## config.mk

```make
export PLATFORM = sky130hd
export DESIGN_NAME = http_chunked_body_decoder
export DESIGN_NICKNAME = d
export VERILOG_FILES = /design/src/design/hcbd_pkg.sv /design/src/design/hcbd_front.sv /design/src/design/hcbd_queue.sv /design/src/design/hcbd_back.sv /design/src/design/http_chunked_body_decoder.sv
export SDC_FILE = /design/constraint.sdc
export NUM_CORES = 1
export LEC_CHECK = 0
export BUFFER_PORTS_ARGS = -buffer_cell sky130_fd_sc_hd__buf_2
export CORE_MARGIN = 5
export CORE_UTILIZATION = 68
export CTS_BUF_LIST = sky130_fd_sc_hd__clkbuf_4 sky130_fd_sc_hd__clkbuf_8
export CTS_CLUSTER_DIAMETER = 100
export DETAILED_ROUTE_END_ITERATION = 7
export PLACE_DENSITY = 0.95
export SLEW_MARGIN = 10
export SYNTH_ARGS = -nofsm -noshare
export SYNTH_HDL_FRONTEND = slang
export SYNTH_SLANG_ARGS = --single-unit
```

## constraint.sdc

```tcl
create_clock -name clock -period 6.4 [get_ports clock]
set_input_delay 0.32 -clock clock [delete_from_list [all_inputs] [get_ports clock]]
set_output_delay 0.32 -clock clock [all_outputs]
set_load 0.01 [all_outputs]
```

## src/design/hcbd_pkg.sv

```systemverilog
// Shared types and constants for the chunked body decoder.
`default_nettype none
package hcbd_pkg;

   localparam int LEN_BITS    = 32;
   localparam int HDR_BITS    = 5;
   localparam int QUEUE_DEPTH = 2;
   localparam int QPTR_BITS   = $clog2(QUEUE_DEPTH);
   localparam int QCNT_BITS   = $clog2(QUEUE_DEPTH + 1);

   localparam logic [HDR_BITS-1:0] HDR_MAX = HDR_BITS'(20);

   localparam logic [7:0] CH_SP    = 8'h20;
   localparam logic [7:0] CH_HT    = 8'h09;
   localparam logic [7:0] CH_CR    = 8'h0d;
   localparam logic [7:0] CH_LF    = 8'h0a;
   localparam logic [7:0] CH_PLUS  = 8'h2b;
   localparam logic [7:0] CH_ZERO  = 8'h30;
   localparam logic [7:0] CH_NINE  = 8'h39;
   localparam logic [7:0] CH_LA    = 8'h61;
   localparam logic [7:0] CH_LF_HX = 8'h66;
   localparam logic [7:0] CH_UA    = 8'h41;
   localparam logic [7:0] CH_UF    = 8'h46;

   typedef enum logic [1:0] {
      K_DATA  = 2'd0,
      K_END   = 2'd1,
      K_BEGIN = 2'd2,
      K_NONE  = 2'd3
   } kind_type;

   typedef enum logic [2:0] {
      ST_BUSY = 3'd0,
      ST_DONE = 3'd1,
      ST_READ = 3'd2,
      ST_LONG = 3'd3,
      ST_CHAR = 3'd4,
      ST_NUM  = 3'd5,
      ST_TAIL = 3'd6
   } status_type;

   typedef enum logic [2:0] {
      PH_IDLE   = 3'd0,
      PH_LEAD   = 3'd1,
      PH_DIGITS = 3'd2,
      PH_TRAIL  = 3'd3,
      PH_BODY   = 3'd4,
      PH_TAIL1  = 3'd5,
      PH_TAIL2  = 3'd6
   } phase_type;

   typedef struct packed {
      kind_type    kind;
      logic [7:0]  data_byte;
      logic        is_hex;
      logic [3:0]  hex_digit;
      logic        is_ws;
      logic        is_lf;
      logic        is_cr;
      logic        is_plus;
      logic        is_zero;
   } class_type;

   typedef struct packed {
      logic empty;
      logic full;
   } queue_status_type;

endpackage
`default_nettype wire

```

## src/design/hcbd_front.sv

```systemverilog
// Front end: classifies each accepted beat into a decoded byte class.
`default_nettype none
module hcbd_front (
   input  wire logic [1:0]          req_kind,
   input  wire logic [7:0]          req_data_byte,
   output hcbd_pkg::class_type      item
);
   import hcbd_pkg::*;

   logic is_dec;
   logic is_low;
   logic is_up;

   assign is_dec = (req_data_byte >= CH_ZERO) && (req_data_byte <= CH_NINE);
   assign is_low = (req_data_byte >= CH_LA) && (req_data_byte <= CH_LF_HX);
   assign is_up  = (req_data_byte >= CH_UA) && (req_data_byte <= CH_UF);

   always_comb begin
      item.kind      = kind_type'(req_kind);
      item.data_byte = req_data_byte;
      item.is_hex    = is_dec | is_low | is_up;
      if (is_dec) begin
         item.hex_digit = req_data_byte[3:0];
      end else if (is_low || is_up) begin
         item.hex_digit = 4'(req_data_byte[2:0] + 3'd1) + 4'd8;
      end else begin
         item.hex_digit = 4'd0;
      end
      item.is_ws   = (req_data_byte == CH_SP) || (req_data_byte == CH_HT)
                     || (req_data_byte == CH_CR);
      item.is_lf   = (req_data_byte == CH_LF);
      item.is_cr   = (req_data_byte == CH_CR);
      item.is_plus = (req_data_byte == CH_PLUS);
      item.is_zero = (req_data_byte == CH_ZERO);
   end

endmodule
`default_nettype wire

```

## src/design/hcbd_queue.sv

```systemverilog
// Short queue of classified beats between front end and back end.
`default_nettype none
module hcbd_queue (
   input  wire logic                      clock,
   input  wire logic                      reset,
   input  wire logic                      push,
   input  wire hcbd_pkg::class_type       push_item,
   input  wire logic                      pop,
   output hcbd_pkg::class_type            pop_item,
   output hcbd_pkg::queue_status_type     stat
);
   import hcbd_pkg::*;

   class_type                store_ff [QUEUE_DEPTH];
   logic [QPTR_BITS-1:0]     wr_ptr_ff, wr_ptr_in;
   logic [QPTR_BITS-1:0]     rd_ptr_ff, rd_ptr_in;
   logic [QCNT_BITS-1:0]     count_ff, count_in;

   always_comb begin
      wr_ptr_in = wr_ptr_ff;
      rd_ptr_in = rd_ptr_ff;
      count_in  = count_ff;
      if (push) begin
         wr_ptr_in = (wr_ptr_ff == QPTR_BITS'(QUEUE_DEPTH - 1)) ? '0 : wr_ptr_ff + 1'b1;
      end
      if (pop) begin
         rd_ptr_in = (rd_ptr_ff == QPTR_BITS'(QUEUE_DEPTH - 1)) ? '0 : rd_ptr_ff + 1'b1;
      end
      if (push && !pop) begin
         count_in = count_ff + 1'b1;
      end else if (pop && !push) begin
         count_in = count_ff - 1'b1;
      end
   end

   always_ff @(posedge clock) begin
      if (reset) begin
         wr_ptr_ff <= '0;
         rd_ptr_ff <= '0;
         count_ff  <= '0;
      end else begin
         wr_ptr_ff <= wr_ptr_in;
         rd_ptr_ff <= rd_ptr_in;
         count_ff  <= count_in;
      end
   end

   always_ff @(posedge clock) begin
      if (push) begin
         store_ff[wr_ptr_ff] <= push_item;
      end
   end

   assign pop_item   = store_ff[rd_ptr_ff];
   assign stat.empty = (count_ff == '0);
   assign stat.full  = (count_ff == QCNT_BITS'(QUEUE_DEPTH));

endmodule
`default_nettype wire

```

## src/design/hcbd_back.sv

```systemverilog
// Back end: chunk framing state machine and result register.
`default_nettype none
module hcbd_back (
   input  wire logic                      clock,
   input  wire logic                      reset,
   input  wire hcbd_pkg::class_type       item,
   input  wire logic                      item_ready,
   output logic                           pop,
   input  wire logic                      rsp_stall,
   output logic                           rsp_valid,
   output logic [7:0]                     rsp_body_byte,
   output logic                           rsp_body_valid,
   output logic [2:0]                     rsp_status
);
   import hcbd_pkg::*;

   phase_type              phase_ff, phase_in;
   logic [HDR_BITS-1:0]    header_count_ff, header_count_in;
   logic                   first_was_zero_ff, first_was_zero_in;
   logic                   sign_seen_ff, sign_seen_in;
   logic                   size_overflow_ff, size_overflow_in;
   logic [LEN_BITS-1:0]    chunk_ff, chunk_in;
   logic                   last_nonzero_ff, last_nonzero_in;
   logic                   lead_bad_ff, lead_bad_in;

   logic                   rsp_valid_ff, rsp_valid_in;
   logic [7:0]             body_byte_ff;
   logic                   body_valid_ff;
   status_type             status_ff;

   logic                   restart;
   logic                   do_add;
   logic                   line_err;
   logic                   skip_zero;
   logic [HDR_BITS-1:0]    hc_next;
   logic                   chunk_nonzero;
   logic                   chunk_last;

   status_type             st;
   logic                   valid;
   logic [7:0]             obyte;

   assign pop           = item_ready && (!rsp_valid_ff || !rsp_stall);
   assign line_err      = lead_bad_ff || size_overflow_ff
                          || (sign_seen_ff && (header_count_ff == HDR_BITS'(1)));
   assign skip_zero     = (header_count_ff == HDR_BITS'(1)) && first_was_zero_ff
                          && item.is_zero;
   assign hc_next       = header_count_ff + HDR_BITS'(1);
   assign chunk_nonzero = (chunk_ff != '0);
   assign chunk_last    = (chunk_ff == LEN_BITS'(1));

   // next state
   always_comb begin
      phase_in          = phase_ff;
      header_count_in   = header_count_ff;
      first_was_zero_in = first_was_zero_ff;
      sign_seen_in      = sign_seen_ff;
      size_overflow_in  = size_overflow_ff;
      chunk_in          = chunk_ff;
      last_nonzero_in   = last_nonzero_ff;
      lead_bad_in       = lead_bad_ff;
      restart           = 1'b0;
      do_add            = 1'b0;
      if (pop) begin
         unique case (item.kind)
            K_BEGIN: begin
               restart         = 1'b1;
               last_nonzero_in = 1'b0;
            end
            K_END: begin
               phase_in = PH_IDLE;
            end
            K_DATA: begin
               unique case (phase_ff)
                  PH_LEAD: begin
                     if (!(item.is_ws || item.is_lf)) begin
                        header_count_in = HDR_BITS'(1);
                        phase_in        = PH_DIGITS;
                        if (item.is_hex) begin
                           do_add            = 1'b1;
                           first_was_zero_in = item.is_zero;
                        end else if (item.is_plus) begin
                           sign_seen_in = 1'b1;
                        end else begin
                           lead_bad_in = 1'b1;
                        end
                     end
                  end
                  PH_DIGITS: begin
                     if (skip_zero) begin
                        phase_in = PH_DIGITS;
                     end else if (item.is_hex) begin
                        do_add          = 1'b1;
                        header_count_in = hc_next;
                        if (hc_next >= HDR_MAX) begin
                           phase_in = PH_IDLE;
                        end
                     end else if (item.is_lf) begin
                        if (line_err) begin
                           phase_in = PH_IDLE;
                        end else begin
                           last_nonzero_in = chunk_nonzero;
                           phase_in        = chunk_nonzero ? PH_BODY : PH_TAIL1;
                        end
                     end else if (item.is_ws) begin
                        phase_in = PH_TRAIL;
                     end else begin
                        phase_in = PH_IDLE;
                     end
                  end
                  PH_TRAIL: begin
                     if (item.is_lf) begin
                        if (line_err) begin
                           phase_in = PH_IDLE;
                        end else begin
                           last_nonzero_in = chunk_nonzero;
                           phase_in        = chunk_nonzero ? PH_BODY : PH_TAIL1;
                        end
                     end else if (!item.is_ws) begin
                        phase_in = PH_IDLE;
                     end
                  end
                  PH_BODY: begin
                     chunk_in = chunk_ff - LEN_BITS'(1);
                     if (chunk_last) begin
                        phase_in = PH_TAIL1;
                     end
                  end
                  PH_TAIL1: begin
                     if (item.is_cr) begin
                        phase_in = PH_TAIL2;
                     end else if (item.is_lf) begin
                        if (last_nonzero_ff) begin
                           restart = 1'b1;
                        end else begin
                           phase_in = PH_IDLE;
                        end
                     end else begin
                        phase_in = PH_IDLE;
                     end
                  end
                  PH_TAIL2: begin
                     if (item.is_lf && last_nonzero_ff) begin
                        restart = 1'b1;
                     end else begin
                        phase_in = PH_IDLE;
                     end
                  end
                  default: begin
                     phase_in = phase_ff;
                  end
               endcase
            end
            default: begin
               phase_in = phase_ff;
            end
         endcase
      end
      if (do_add && !size_overflow_ff) begin
         if (chunk_ff[LEN_BITS-1 -: 4] != 4'd0) begin
            size_overflow_in = 1'b1;
         end else begin
            chunk_in = {chunk_ff[LEN_BITS-5:0], item.hex_digit};
         end
      end
      if (restart) begin
         phase_in          = PH_LEAD;
         header_count_in   = '0;
         first_was_zero_in = 1'b0;
         sign_seen_in      = 1'b0;
         size_overflow_in  = 1'b0;
         lead_bad_in       = 1'b0;
         chunk_in          = '0;
      end
   end

   // result of the beat
   always_comb begin
      st    = ST_BUSY;
      valid = 1'b0;
      obyte = 8'd0;
      unique case (item.kind)
         K_END: begin
            if (phase_ff != PH_IDLE) begin
               st = ST_READ;
            end
         end
         K_DATA: begin
            unique case (phase_ff)
               PH_DIGITS: begin
                  if (skip_zero) begin
                     st = ST_BUSY;
                  end else if (item.is_hex) begin
                     if (hc_next >= HDR_MAX) begin
                        st = ST_LONG;
                     end
                  end else if (item.is_lf) begin
                     if (line_err) begin
                        st = ST_NUM;
                     end
                  end else if (!item.is_ws) begin
                     st = ST_CHAR;
                  end
               end
               PH_TRAIL: begin
                  if (item.is_lf) begin
                     if (line_err) begin
                        st = ST_NUM;
                     end
                  end else if (!item.is_ws) begin
                     st = ST_CHAR;
                  end
               end
               PH_BODY: begin
                  valid = 1'b1;
                  obyte = item.data_byte;
               end
               PH_TAIL1: begin
                  if (item.is_lf) begin
                     if (!last_nonzero_ff) begin
                        st = ST_DONE;
                     end
                  end else if (!item.is_cr) begin
                     st = ST_TAIL;
                  end
               end
               PH_TAIL2: begin
                  if (item.is_lf) begin
                     if (!last_nonzero_ff) begin
                        st = ST_DONE;
                     end
                  end else begin
                     st = ST_TAIL;
                  end
               end
               default: begin
                  st = ST_BUSY;
               end
            endcase
         end
         default: begin
            st = ST_BUSY;
         end
      endcase
   end

   always_comb begin
      rsp_valid_in = rsp_valid_ff;
      if (pop) begin
         rsp_valid_in = 1'b1;
      end else if (!rsp_stall) begin
         rsp_valid_in = 1'b0;
      end
   end

   always_ff @(posedge clock) begin
      if (reset) begin
         phase_ff          <= PH_IDLE;
         header_count_ff   <= '0;
         first_was_zero_ff <= 1'b0;
         sign_seen_ff      <= 1'b0;
         size_overflow_ff  <= 1'b0;
         chunk_ff          <= '0;
         last_nonzero_ff   <= 1'b0;
         lead_bad_ff       <= 1'b0;
         rsp_valid_ff      <= 1'b0;
      end else begin
         phase_ff          <= phase_in;
         header_count_ff   <= header_count_in;
         first_was_zero_ff <= first_was_zero_in;
         sign_seen_ff      <= sign_seen_in;
         size_overflow_ff  <= size_overflow_in;
         chunk_ff          <= chunk_in;
         last_nonzero_ff   <= last_nonzero_in;
         lead_bad_ff       <= lead_bad_in;
         rsp_valid_ff      <= rsp_valid_in;
      end
   end

   always_ff @(posedge clock) begin
      if (pop) begin
         body_byte_ff  <= obyte;
         body_valid_ff <= valid;
         status_ff     <= st;
      end
   end

   assign rsp_valid      = rsp_valid_ff;
   assign rsp_body_byte  = body_byte_ff;
   assign rsp_body_valid = body_valid_ff;
   assign rsp_status     = status_ff;

endmodule
`default_nettype wire

```

## src/design/http_chunked_body_decoder.sv

```systemverilog
// HTTP/1.1 chunked body decoder: top level.
// An accepted beat is written into the queue; the back end registers its result when it pops it.
// Throughput: one beat per cycle while rsp_stall is low, as the back end
// pops one beat from the two-entry queue each cycle while it is not empty.
// Reset: synchronous; phase idle, queue empty, no result pending.
`default_nettype none
module http_chunked_body_decoder (
   input  wire logic          clock,
   input  wire logic          reset,
   input  wire logic          req_valid,
   output logic               req_stall,
   input  wire logic [1:0]    req_kind,
   input  wire logic [7:0]    req_data_byte,
   output logic               rsp_valid,
   input  wire logic          rsp_stall,
   output logic [7:0]         rsp_body_byte,
   output logic               rsp_body_valid,
   output logic [2:0]         rsp_status
);
   import hcbd_pkg::*;

   class_type          front_item;
   class_type          back_item;
   queue_status_type   q_stat;
   logic               push;
   logic               pop;

   assign req_stall = q_stat.full;
   assign push      = req_valid && !q_stat.full;

   hcbd_front u_front (
      .req_kind      (req_kind),
      .req_data_byte (req_data_byte),
      .item          (front_item)
   );

   hcbd_queue u_queue (
      .clock     (clock),
      .reset     (reset),
      .push      (push),
      .push_item (front_item),
      .pop       (pop),
      .pop_item  (back_item),
      .stat      (q_stat)
   );

   hcbd_back u_back (
      .clock          (clock),
      .reset          (reset),
      .item           (back_item),
      .item_ready     (!q_stat.empty),
      .pop            (pop),
      .rsp_stall      (rsp_stall),
      .rsp_valid      (rsp_valid),
      .rsp_body_byte  (rsp_body_byte),
      .rsp_body_valid (rsp_body_valid),
      .rsp_status     (rsp_status)
   );

   a_payload_busy: assert property (@(posedge clock) disable iff (reset)
      (rsp_valid && rsp_body_valid) |-> (rsp_status == ST_BUSY))
      else $error("payload beat with non-busy status");

   a_latency: assert property (@(posedge clock) disable iff (reset)
      (push && q_stat.empty && !rsp_valid) |-> ##2 rsp_valid)
      else $error("result beat missing two cycles after accept");

   a_drain: assert property (@(posedge clock) disable iff (reset)
      (rsp_valid && !rsp_stall && q_stat.empty) |=> !rsp_valid)
      else $error("result beat invented with empty queue");

   a_no_pop_empty: assert property (@(posedge clock) disable iff (reset)
      q_stat.empty |-> !pop)
      else $error("pop from empty queue");

endmodule
`default_nettype wire
```

==> results_dict.tcl <==
set metrics [dict create \
    status "finished clean" \
    diodes 0 \
    end_kind "register" \
    rows 31 \
    critPathMaxStageDelay_ps 980 \
    drt_iter0_drc 342 \
    numCtsBuffers 9 \
    power_density_nw_per_um2 306 \
    cp_max_fo 29 \
    slew_headroom 0.162 \
    yosys.cell_types.count 67 \
    synth_area_um2 5200 \
    cts_sinks 103 \
    cp_slowest_cell "nor3_1" \
    power_mw 1.72 \
    die_h_um 97.4 \
    grt.busiest_layer "met2" \
    path_class "register to register" \
    rr_worst_depth 7 \
    vias 4056 \
    async_reset_ff_frac 0 \
    grt_remaining_overflow 0 \
    whs_ps 123 \
    clock-root-buffer "clkbuf_8" \
    cts.path.max_buffers 2 \
    cp-start-kind "register" \
    worstHoldPathCells 1 \
    hold_buffers 0 \
    finalCritPeriodShare 0.514 \
    h-tree-depth 3 \
    n_fill_cell 434 \
    drc 0 \
    die_area_um2 9490 \
    synth-seq-cells 103 \
    worstPathArrival_ps 3580 \
    fin_nets 552 \
    ys.flop_type "edfxtp_1" \
    syn2layout_area_growth_pct 7.92 \
    dr.pass1.iters 6 \
    synthesis.nets 530 \
    cts_tree "yes" \
    skew_ps 10.6 \
    final_cells 631 \
    clkTransAtPathRegs_ps 110 \
    dp_cells 615 \
    fin_crit_ps 3290 \
    drive_gt1_frac 0.133 \
    insertion_delay_ps 380 \
    fmax_mhz 304 \
    post_cts_resized 0 \
    ir_drop_mv 0.192 \
    wl_per_cell_um 17.3 \
    hold_viol_final 0 \
    wirelength_mm 10.9 \
    rsz0062_at_grt "false" \
    ys_warn_count 0 \
    initial_core_util 0.709 \
    fin_tns_setup_ps 0 \
    setup_viol 0 \
    postLayoutCoreUtil 0.765 \
    worstPathCellList "buf_4, mux2_2, nor3_1, o211ai_1, nor3_1, nor2_1, a211oi_1" \
    first_global_vias 3694 \
    grt_max_degree 50 \
    slew_violations 0 \
    vias_per_cell 6.43 \
    ant_nets 0 \
    dpl.hpwl_mm 7.38 \
    grt_util_met2 0.380 \
    reg2reg_slack_ps 3110 \
    synth.yosys.seq_area_share 0.497 \
    hold_path_startpoint "req_kind[1]" \
    ios 28 \
    routabilityCongestion 0.947 \
    met3_usage 0.0474 \
    worst_pin_slew_ps 1250 \
    antenna_found_initial 0 \
    grt_pass1_wl_mm 18.0 \
    hold_path_class "input pin to register" \
    post_cts.repair.setup_buffers 0 \
    grt.total_usage 0.230 \
    use_met1 0.305 \
    core_um2 7330 \
    worstReg2RegEnd "u_back.chunk_ff[1]$_SDFF_PP0_" \
    worstPathRequired_ps 6690 \
    synth_edf_count 52 \
    die_w_um 97.4 \
    netlist_instances 505 \
    leakage_nw 2.08 \
    portBuffers 27 \
    drv_cap 0 \
    syn_area_per_cell_um2 10.3 \
    hold_path_end "u_queue.store_ff[0][19]$_DFFE_PP_" \
    critPathMostFrequentCell "nor3_1" \
]
-- cell type report --
type	instances	area, um2	share of cell area
Multi-Input combinational cell	365	2470	0.440
Tap cell	99	124	0.0221
Clock buffer	9	124	0.0221
Sequential cell	103	2580	0.460
Inverter	16	60.1	0.0107
Timing Repair Buffer	32	173	0.0308
Clock inverter	7	81.3	0.0145
-- worst max path at each step --
stage / start / end / slack (ps) / cells after the start
2_1_floorplan: u_back.chunk_ff[4]$_SDFF_PP0_ / u_back.phase_ff[2]$_SDFFE_PP0P_ / 4060 / 6
3_3_place_gp: register / u_back.chunk_ff[20]$_SDFF_PP0_ / 3470 / 7
3_5_place_dp: register / u_back.chunk_ff[2]$_SDFF_PP0_ / 3350 / 7
4_1_cts: register / u_back.chunk_ff[1]$_SDFF_PP0_ / 3220 / 7
5_1_grt: register / u_back.chunk_ff[1]$_SDFF_PP0_ / 2930 / 7
6_report: register / u_back.chunk_ff[1]$_SDFF_PP0_ / 3110 / 7
-- cells in the mapped netlist (2+ instances only) --
master	instances	area [um2]
dfxtp_1	51	1020
o21ai_0	12	60.1
edfxtp_1	52	1560
inv_1	16	60.1
or3b_1	2	17.5
mux2_2	6	67.6
ha_1	11	138
nor3_1	21	105
o31ai_1	2	15.0
nand2b_1	7	43.8
and3_1	3	18.8
a211oi_1	34	255
nand3_1	8	40.0
xnor2_1	28	245
buf_1	3	11.3
or4_1	8	60.1
a21o_1	2	15.0
nand2_1	23	86.3
buf_2	3	15.0
nor3_2	2	20.0
nor4b_1	4	35.0
nor4_4	2	42.5
a41oi_1	2	17.5
a211o_1	2	17.5
nor4_2	3	37.5
nor4_1	7	43.8
mux2i_1	17	170
nor3b_1	2	15.0
nand3b_1	2	15.0
or3_1	9	56.3
nor2b_1	3	18.8
xor2_1	8	70.1
o211a_1	2	20.0
clkbuf_1	14	52.6
nand2_2	2	12.5
a21oi_1	22	110
o211ai_1	5	37.5
nor2_1	75	282
nand4_1	2	12.5
-- critical path: cells and delay by family, from the launching register on --
kind	cells	cell delay [ps]
compound gates	2	510
flops	1	320
mux	1	450
buf+inv	1	360
simple gates	3	1560
-- logic make-up (layout without fill, tap and decap cells) --
family                     count (synthesis)  after routing  share of synthesized area
DFF                                      103            103                      0.497
xor gates and xnor gates                  36             36                     0.0607
AOI/OAI and AO/OA                        100            100                      0.135
muxes                                     23             23                     0.0457
and+or+nand+nor                          195            195                      0.206
buffers and inverters                     37             64                     0.0289
adders and majority gates                 11             11                     0.0265
-- flip-flops by register name (all words and copies together), names as in the netlist, 2 cells and up, named ones only --
register                flops
u_back.chunk_ff            32
u_back.header_count_ff      5
u_back.phase_ff             3
u_back.rsp_body_byte        8
u_back.rsp_status           3
u_queue.count_ff            2
u_queue.store_ff           40
-- layout by cell type (no fill, tap or decap), drive strengths merged, types with 3 or more instances in the layout --
master	n
edfxtp	52
dfxtp	51
nand3	9
nand2b	7
nand4	3
ha	11
or3	9
or3b	3
o211ai	5
buf	32
nor4b	5
a41oi	3
nor4	12
a21oi	22
nand2	25
or4	9
xor2	8
nor3	23
a211oi	34
clkbuf	9
o21ai	12
xnor2	28
and3	3
nor2b	3
nor2	75
mux2	6
mux2i	17
inv	22
-- through the flow --
step | instance area (um2) | setup WS, ps
2_1_floorplan | 5200 | 4060
3_3_place_gp | 5410 | 3470
3_5_place_dp | 5410 | 3350
4_1_cts | 5610 | 3220
5_1_grt | 5610 | 2930
6_report | 5610 | 3110
-- routing by layer --
metal	routed length, um	up-vias
met5	0	-
met4	222	0
met3	778	27
met2	5350	203
met1	4590	1913
li1	-	1913
-- power breakdown --
| part | total, mW | switching [mW] | internal, mW |
|---|---|---|---|
| Combinational | 0.454 | 0.293 | 0.161 |
| Sequential | 0.847 | 0.0476 | 0.799 |
| Clock | 0.416 | 0.257 | 0.160 |
| Total | 1.72 | 0.597 | 1.12 |
No activity file was read; power rests on OpenSTA's default activity.
